`config.mk`:
```
export PLATFORM = sky130hd
export DESIGN_NAME = smrq_front
export DESIGN_NICKNAME = d
export VERILOG_FILES = /design/src/rtl/stepper_mission_ring_queue_assert.svh /design/src/rtl/smrq_pkg.sv /design/src/rtl/smrq_front.sv
export SDC_FILE = /design/constraint.sdc
export NUM_CORES = 1
export LEC_CHECK = 0
export BUFFER_PORTS_ARGS = -buffer_cell sky130_fd_sc_hd__buf_4
export CAP_MARGIN = 25
export CELL_PAD_IN_SITES_DETAIL_PLACEMENT = 0
export CELL_PAD_IN_SITES_GLOBAL_PLACEMENT = 2
export CORE_ASPECT_RATIO = 2
export CORE_MARGIN = 2
export CORE_UTILIZATION = 33
export DETAILED_ROUTE_END_ITERATION = 8
export PLACE_DENSITY = 0.75
export RECOVER_POWER = 50
export SLEW_MARGIN = 20
export SYNTH_ARGS = -nofsm -noshare
export SYNTH_HDL_FRONTEND = slang
export SYNTH_SLANG_ARGS = --single-unit
export TNS_END_PERCENT = 50
```
`constraint.sdc`:
```
create_clock -name clock -period 1.8 [get_ports clock]
set_input_delay 0.27 -clock clock [delete_from_list [all_inputs] [get_ports clock]]
set_output_delay 0.27 -clock clock [all_outputs]
set_load 0.005 [all_outputs]
```
`src/rtl/stepper_mission_ring_queue_assert.svh`:
```
// Assertion macros for the stepper mission ring queue.
// Used by the top level only; the clock and reset names are those of its ports.
`ifndef STEPPER_MISSION_RING_QUEUE_ASSERT_SVH
`define STEPPER_MISSION_RING_QUEUE_ASSERT_SVH

// Same-cycle implication, checked outside reset
`define SMRQ_ASSERT_IMP(label, ante, cons, msg) \
   label: assert property (@(posedge clock) disable iff (reset) (ante) |-> (cons)) \
   else $error(msg);

// Next-cycle implication, checked outside reset
`define SMRQ_ASSERT_NXT(label, ante, cons, msg) \
   label: assert property (@(posedge clock) disable iff (reset) (ante) |=> (cons)) \
   else $error(msg);

`endif

```
`src/rtl/smrq_pkg.sv`:
```
// Shared types, codes and tables for the stepper mission ring queue.
// No dependencies; imported by the front, back and top level.
`default_nettype none

package smrq_pkg;

   localparam int KIND_W    = 4;
   localparam int WORD_W    = 16;
   localparam int STEP_W    = 2;
   localparam int SPEED_W   = 3;
   localparam int RATE_W    = 8;
   localparam int INDEX_W   = 8;
   localparam int SLOTOUT_W = 3;
   localparam int LENOUT_W  = 9;
   localparam int PULSE_W   = 7;

   // Request kinds as they arrive on the port
   localparam logic [KIND_W-1:0] KIND_OPEN  = 4'd0;
   localparam logic [KIND_W-1:0] KIND_WORD  = 4'd1;
   localparam logic [KIND_W-1:0] KIND_STEP  = 4'd2;
   localparam logic [KIND_W-1:0] KIND_SPEED = 4'd3;
   localparam logic [KIND_W-1:0] KIND_RATE  = 4'd4;
   localparam logic [KIND_W-1:0] KIND_CLOSE = 4'd5;
   localparam logic [KIND_W-1:0] KIND_FETCH = 4'd6;
   localparam logic [KIND_W-1:0] KIND_READ  = 4'd7;
   localparam logic [KIND_W-1:0] KIND_DONE  = 4'd8;

   // Step direction codes
   localparam logic [STEP_W-1:0] STEP_FWD  = 2'd1;
   localparam logic [STEP_W-1:0] STEP_BACK = 2'd2;

   // Capture-mode words
   localparam logic [WORD_W-1:0] WORD_FWD   = 16'h4878;
   localparam logic [WORD_W-1:0] WORD_BACK  = 16'h5878;
   localparam logic [WORD_W-1:0] WORD_IDLE  = 16'h4848;
   localparam logic [WORD_W-1:0] HIGH_MASK  = 16'hFF00;
   localparam logic [WORD_W-1:0] LOW_IDLE   = 16'h0048;

   localparam logic [SPEED_W-1:0] NUM_SPEEDS  = 3'd5;
   localparam logic [PULSE_W-1:0] PULSE_RESET = 7'd10;

   localparam logic STATUS_OK  = 1'b0;
   localparam logic STATUS_REJ = 1'b1;

   typedef enum logic [3:0] {
      OP_OPEN,
      OP_WORD,
      OP_STEP,
      OP_SPEED,
      OP_RATE,
      OP_CLOSE,
      OP_FETCH,
      OP_READ,
      OP_DONE,
      OP_BAD
   } op_code_type;

   // Classified request as it sits in the queue
   typedef struct packed {
      op_code_type          op;
      logic [WORD_W-1:0]    data_word;
      logic [STEP_W-1:0]    step_x;
      logic [STEP_W-1:0]    step_y;
      logic [SPEED_W-1:0]   speed_code;
      logic [RATE_W-1:0]    update_rate;
      logic [INDEX_W-1:0]   word_index;
   } op_type;

   // Result payload
   typedef struct packed {
      logic                 status;
      logic [SLOTOUT_W-1:0] slot;
      logic [WORD_W-1:0]    read_word;
      logic [SPEED_W-1:0]   mission_speed;
      logic [RATE_W-1:0]    mission_rate;
      logic [LENOUT_W-1:0]  mission_length;
      logic [WORD_W-1:0]    timer_period;
      logic [WORD_W-1:0]    direction_compare;
      logic [WORD_W-1:0]    step_compare;
   } rsp_type;

   // Step code to capture-mode word; others keep the last high byte
   function automatic logic [WORD_W-1:0] encode_step(input logic [STEP_W-1:0] code,
                                                     input logic [WORD_W-1:0] last);
      logic [WORD_W-1:0] w;
      case (code)
         STEP_FWD:  w = WORD_FWD;
         STEP_BACK: w = WORD_BACK;
         default:   w = (last & HIGH_MASK) | LOW_IDLE;
      endcase
      return w;
   endfunction

   // Timer reload per speed code
   function automatic logic [WORD_W-1:0] period_of(input logic [SPEED_W-1:0] sp);
      logic [WORD_W-1:0] p;
      case (sp)
         3'd0:    p = 16'd10000;
         3'd1:    p = 16'd5000;
         3'd2:    p = 16'd1000;
         3'd3:    p = 16'd500;
         3'd4:    p = 16'd100;
         default: p = '0;
      endcase
      return p;
   endfunction

   // Half period per speed code
   function automatic logic [WORD_W-1:0] half_of(input logic [SPEED_W-1:0] sp);
      logic [WORD_W-1:0] h;
      case (sp)
         3'd0:    h = 16'd5000;
         3'd1:    h = 16'd2500;
         3'd2:    h = 16'd500;
         3'd3:    h = 16'd250;
         3'd4:    h = 16'd50;
         default: h = '0;
      endcase
      return h;
   endfunction

endpackage

`default_nettype wire

```
`src/rtl/smrq_front.sv`:
```
// Front end: accepts requests, classifies the kind and holds them in a
// two-entry queue for the back end. Depends on smrq_pkg.
`default_nettype none

module smrq_front
   import smrq_pkg::*;
(
   input  wire logic                 clock,
   input  wire logic                 reset,
   input  wire logic                 req_valid,
   output logic                      req_ready,
   input  wire logic [KIND_W-1:0]    req_kind,
   input  wire logic [WORD_W-1:0]    req_data_word,
   input  wire logic [STEP_W-1:0]    req_step_x,
   input  wire logic [STEP_W-1:0]    req_step_y,
   input  wire logic [SPEED_W-1:0]   req_speed_code,
   input  wire logic [RATE_W-1:0]    req_update_rate,
   input  wire logic [INDEX_W-1:0]   req_word_index,
   output logic                      q_valid,
   output op_type                    q_op,
   input  wire logic                 q_take
);

   op_type       op_in;
   op_type       entry_ff [2];
   logic         wr_ptr_ff, wr_ptr_in;
   logic         rd_ptr_ff, rd_ptr_in;
   logic [1:0]   count_ff, count_in;
   logic         push;

   // Classify the kind
   always_comb begin
      op_in.data_word   = req_data_word;
      op_in.step_x      = req_step_x;
      op_in.step_y      = req_step_y;
      op_in.speed_code  = req_speed_code;
      op_in.update_rate = req_update_rate;
      op_in.word_index  = req_word_index;
      case (req_kind)
         KIND_OPEN:  op_in.op = OP_OPEN;
         KIND_WORD:  op_in.op = OP_WORD;
         KIND_STEP:  op_in.op = OP_STEP;
         KIND_SPEED: op_in.op = OP_SPEED;
         KIND_RATE:  op_in.op = OP_RATE;
         KIND_CLOSE: op_in.op = OP_CLOSE;
         KIND_FETCH: op_in.op = OP_FETCH;
         KIND_READ:  op_in.op = OP_READ;
         KIND_DONE:  op_in.op = OP_DONE;
         default:    op_in.op = OP_BAD;
      endcase
   end

   // Queue pointers and fill level
   assign req_ready = (count_ff != 2'd2);
   assign push      = req_valid & req_ready;
   assign q_valid   = (count_ff != 2'd0);
   assign q_op      = entry_ff[rd_ptr_ff];

   always_comb begin
      wr_ptr_in = push   ? ~wr_ptr_ff : wr_ptr_ff;
      rd_ptr_in = q_take ? ~rd_ptr_ff : rd_ptr_ff;
      case ({push, q_take})
         2'b10:   count_in = count_ff + 2'd1;
         2'b01:   count_in = count_ff - 2'd1;
         default: count_in = count_ff;
      endcase
   end

   always_ff @(posedge clock) begin
      if (reset) begin
         wr_ptr_ff <= 1'b0;
         rd_ptr_ff <= 1'b0;
         count_ff  <= 2'd0;
      end else begin
         wr_ptr_ff <= wr_ptr_in;
         rd_ptr_ff <= rd_ptr_in;
         count_ff  <= count_in;
      end
   end

   // Queue storage
   always_ff @(posedge clock) begin
      if (push) begin
         entry_ff[wr_ptr_ff] <= op_in;
      end
   end

endmodule

`default_nettype wire

```
### Word level (Yosys, flattened, before mapping)

Memory sizes are Yosys's and may differ from the RTL's. A register that Yosys moved wholly into a read port is not among the register bits.
Cells that the tools add are included.

* div/mod/pow operators: 0
* reduce and logical (&&, ||, !) cells: 2
* eq/ne operators: 3
* mux-type cells: 5
* add/sub/neg operators: 2
* shift-type cells: 0
* bitwise logic cells: 3
* multipliers: 0
* magnitude comparators: 0

Operator list (count)
* $mux W1: 4
* $pmux W2 S2: 1
* $reduce_bool A2 Y1: 2
* $add A2 B1 Y2 const B: 1
* $eq A2 B1 Y1 const B: 1
* $eq A2 B2 Y1 const B: 1
* $ne A2 B2 Y1 const B: 1
* $not A1 Y1: 2
* $sub A2 B1 Y2 const B: 1
* $and A1 B1 Y1: 1

* output and inout bits: 45
* bits in writable memories: 86
* bits in registers: 4
* memory bits (read-only): 64
* memories kept: 2
* input bits: 47
* latch bits: 0

Memories
* entry_ff: words 2, bits a word 43, read ports 1, clocked after Yosys merged registers in 1, write ports 1, RTL line smrq_front.sv:25 `op_type entry_ff [2];`
* (name not given): words 16, bits a word 4, read ports 1, clocked after Yosys merged registers in 0, write ports 0, RTL line smrq_front.sv:39 `case (req_kind)`

### Depth between registers and ports, before layout

* word-level depth: 4
* gate-level depth with buffers: 6

### Worst setup path after synthesis

No wires, ideal clock.

* path kind: register to register
* from: register count_ff[0]
* to: memory entry_ff[1][0] in the netlist's numbering (enable)
* arrival: 1.669 ns
* path buffers: 0
* slack: -0.274 ns
* period minus slack after synthesis: 2.074 ns
* setup time: 0.405 ns
* cell stages (with the launch flop): 3
* path through: dfxtp_1 -> nand2b_1 -> and3_1

* word-level cells in the longest chain between the ends: 4

RTL lines
* start: declaration: RTL line smrq_front.sv:28 `logic [1:0] count_ff, count_in;`
* start signal: assignment: RTL line smrq_front.sv:77 `count_ff <= count_in;`
* $ne A2 B2 Y1: RTL line smrq_front.sv:54 `assign req_ready = (count_ff != 2'd2);`
* net req_ready: RTL line smrq_front.sv:11 `output logic req_ready,`
* $and A1 B1 Y1: RTL line smrq_front.sv:55 `assign push = req_valid & req_ready;`
* $mux W1: RTL line smrq_front.sv:83 `if (push) begin`
* $mux W1 (implied by the code): RTL line smrq_front.sv:84 `entry_ff[wr_ptr_ff] <= op_in;`
* end: declaration: RTL line smrq_front.sv:25

The timed path passes the listed nets, and every way through them passes these cells.

==> metrics.md <==
| Metric | Value |
|---|---|
| Outcome | completed |
| Clk Latency, worst-skew pair | around 0.33 ns |
| Top post-synthesis cells by area | edfxtp_1, mux2_2, dfxtp_1 |
| FF+latch area | roughly 2700 um2 |
| Period utilisation layout | 95.4% |
| DR DRC count | 0 |
| Die width | 75.0 um |
| Power per cell area | approximately 1200 nW/um2 |
| CTS tree | yes |
| LEAKAGE | 1.64 nW |
| Cell variety after synth | 19 |
| First-pass GRT wire length | 9570 um |
| Routed wire length | 6240 um |
| Final worst slack | 0.0825 ns |
| Cell with the most instances after synthesis | edfxtp_1 |
| Gr usage total | 12.4% |
| Achievable Freq | around 0.58 GHz |
| Post-detail-place hpwl | 4130 um |
| CTS clock-pin slew for the worst setup and hold paths | around 0.060 ns |
| TritonRoute pass-1 iters | 4 |
| Setup Fix Bufs, Post-CTS | 0 |
| Met3 WL | about 340 um |
| Mapped Cells | roughly 160 |
| H-Tree Depth | 3 |
| Critical Path RT | about 1.5 ns |
| Synth Register Bits | 91 |
| Overall Power | 5.22 mW |
| Global route overflow | 0 |
| Layout cell share with drive strength beyond 1 | between 50% and 60% |
| RSZ-0062 raised after global routing | false |
| CTS sink count | 91 |
| PostCTS Resize Cnt | 0 |
| Area of the core | 9760 um2 |
| Minimum clock period | 1.72 ns |
| Final hold violation count | 0 |
| CTS Buf Count | 9 |
| Layout overhead on the synthesized area | 34.5% |
| Root Buffer | clkbuf_16 |
| Rel. slew slack | 71.2% |
| WS Path Type | reg -> out |
| # Max-Cap Violations | 0 |
| Yosys top cell area share | about 78% |
| Via count | ~1700 |
| Max Slew Vio Count | 0 |
| Multi-input gate area | between 600 and 700 um2 |
| Avg Cell Area, Syn | 20.7 um2 |
| Starting Density | approximately 34% |
| Top fanout value on the critical path | 43 |
| Post-CTS Hold Buffers | 0 |
| CP endpoint kind | output port |
| Layout fillers | 886 |
| Post-synthesis sequential area ratio | 80.5% |
| Post-place setup slack | 0.240 ns |
| Clock tree buffer depth | 2 |
| Min-delay worst type | in -> reg |
| Nets | 309 |
| DR top layer | met4 |
| Net count after synthesis | 209 |
| EDFF count, synth | 86 |
| Pin count of the biggest net entering global routing | 44 |
| Die H | 146 um |
| Antenna-violating nets left | 0 |
| Worst VDD drop | between 0.0007 and 0.0008 V |
| Dominant synthesized flop cell | edfxtp_1 |
| Final clock skew | 0.00477 ns |
| M1 WL | 2080 um |
| Post-synth ARST share | 0% |
| Routed met2 length | 3620 um |
| Mapped cell area | 3330 um2 |
| Hold WS | 0.129 ns |
| Ant. Diodes | 0 |
| Rows | between 50 and 60 |
| Vias per Instance | ~4.4 |
| CP arrival | 1.45 ns |
| # IOs | 92 |
| Port buffer count | 91 |
| Post-synth top cells | edfxtp_1, mux2_2, buf_2, dfxtp_1, nor2_1 |
| Initial antenna violation count | 0 |
| Final core occ | 45.9% |
| Mean routed wirelength per cell | 15.7 um |
| Initial DRC count | 70 |
| Setup TNS | 0 ns |
| Cell taking the most area after synthesis | edfxtp_1 |
| Gpl congestion | approximately 0.7 |
| CP Launch Type | register |
| Die area | 11000 um2 |
| Number of global-route vias before repair | around 1900 |
| Ys Warns | 0 |
| Endpoints failing setup | 0 |
| Worst slew pin tran | 0.432 ns |
[cells by family after synthesis]
kind of cell               count (synthesis)  share of synthesized area [%]
DFF                                       91                           80.5
and+or+nand+nor                           12                           1.99
adders and majority gates                  1                          0.376
buffers and inverters                      6                          0.864
xor gates and xnor gates                   3                          0.789
AOI/OAI and AO/OA                          5                          0.902
muxes                                     43                           14.5
[area by class of cell]
type                            instances  share of cell area, %
Clock inverter                          6                   1.82
Clock buffer                            9                   5.03
Multi-Input combinational cell         64                   13.9
Inverter                                1                 0.0838
Timing Repair Buffer                   94                   15.6
Sequential cell                        91                   59.9
Tap cell                              132                   3.69
[sequential cells by signal, summed over array words and instances, names as in the netlist, named ones only]
signal and flops:
count_ff 2, entry_ff 86, wr_ptr_ff 1, rd_ptr_ff 1
[metal layers]
metal,vias to the layer above,GRT usage (%)
met1,852,11.9
li1,834,-
met4,0,7.32
met5,-,0
met3,12,4.21
met2,49,21.7
[placed cells by master (no fill, tap or decap), types with 2 or more instances in the layout]
cell	n
a21oi_1	2
buf_12	2
buf_4	48
bufinv_16	2
clkbuf_1	9
clkbuf_16	9
clkbuf_4	34
clkinv_2	2
dfxtp_1	4
edfxtp_1	86
mux2_2	43
nand2b_1	2
nor2_1	3
nor2b_1	2
o21ai_0	2
xnor2_1	2
[report_power, final]
group	leakage, nW	switching, mW	internal, mW
registers	0.846	0.0452	2.54
clock network	0.149	0.716	1.20
logic	0.643	0.320	0.404
[stage by stage]
stage | cell area (um2) | instances
3_3_place_gp | 4220 | 382
3_5_place_dp | 4220 | 382
6_report | 4480 | 397
4_1_cts | 4520 | 397
5_1_grt | 4480 | 397
2_1_floorplan | 3330 | 161
[worst max-delay path: stages, from the launching register on]
cell and delay [ns]:
dfxtp_2 0.34, buf_12 0.25, mux2_2 0.38, buf_4 0.14
[final timing paths]
path	cells past startpoint	start	slack (ns)	endpoint
setup / recovery	3	register	0.08	q_op[38]
hold / removal	2	reset	0.13	register
hold reg to reg	2	count_ff[1]	0.51	count_ff[1]
setup reg to reg	5	count_ff[0]	0.25	count_ff[1]
No activity file was read; power rests on OpenSTA's default activity.
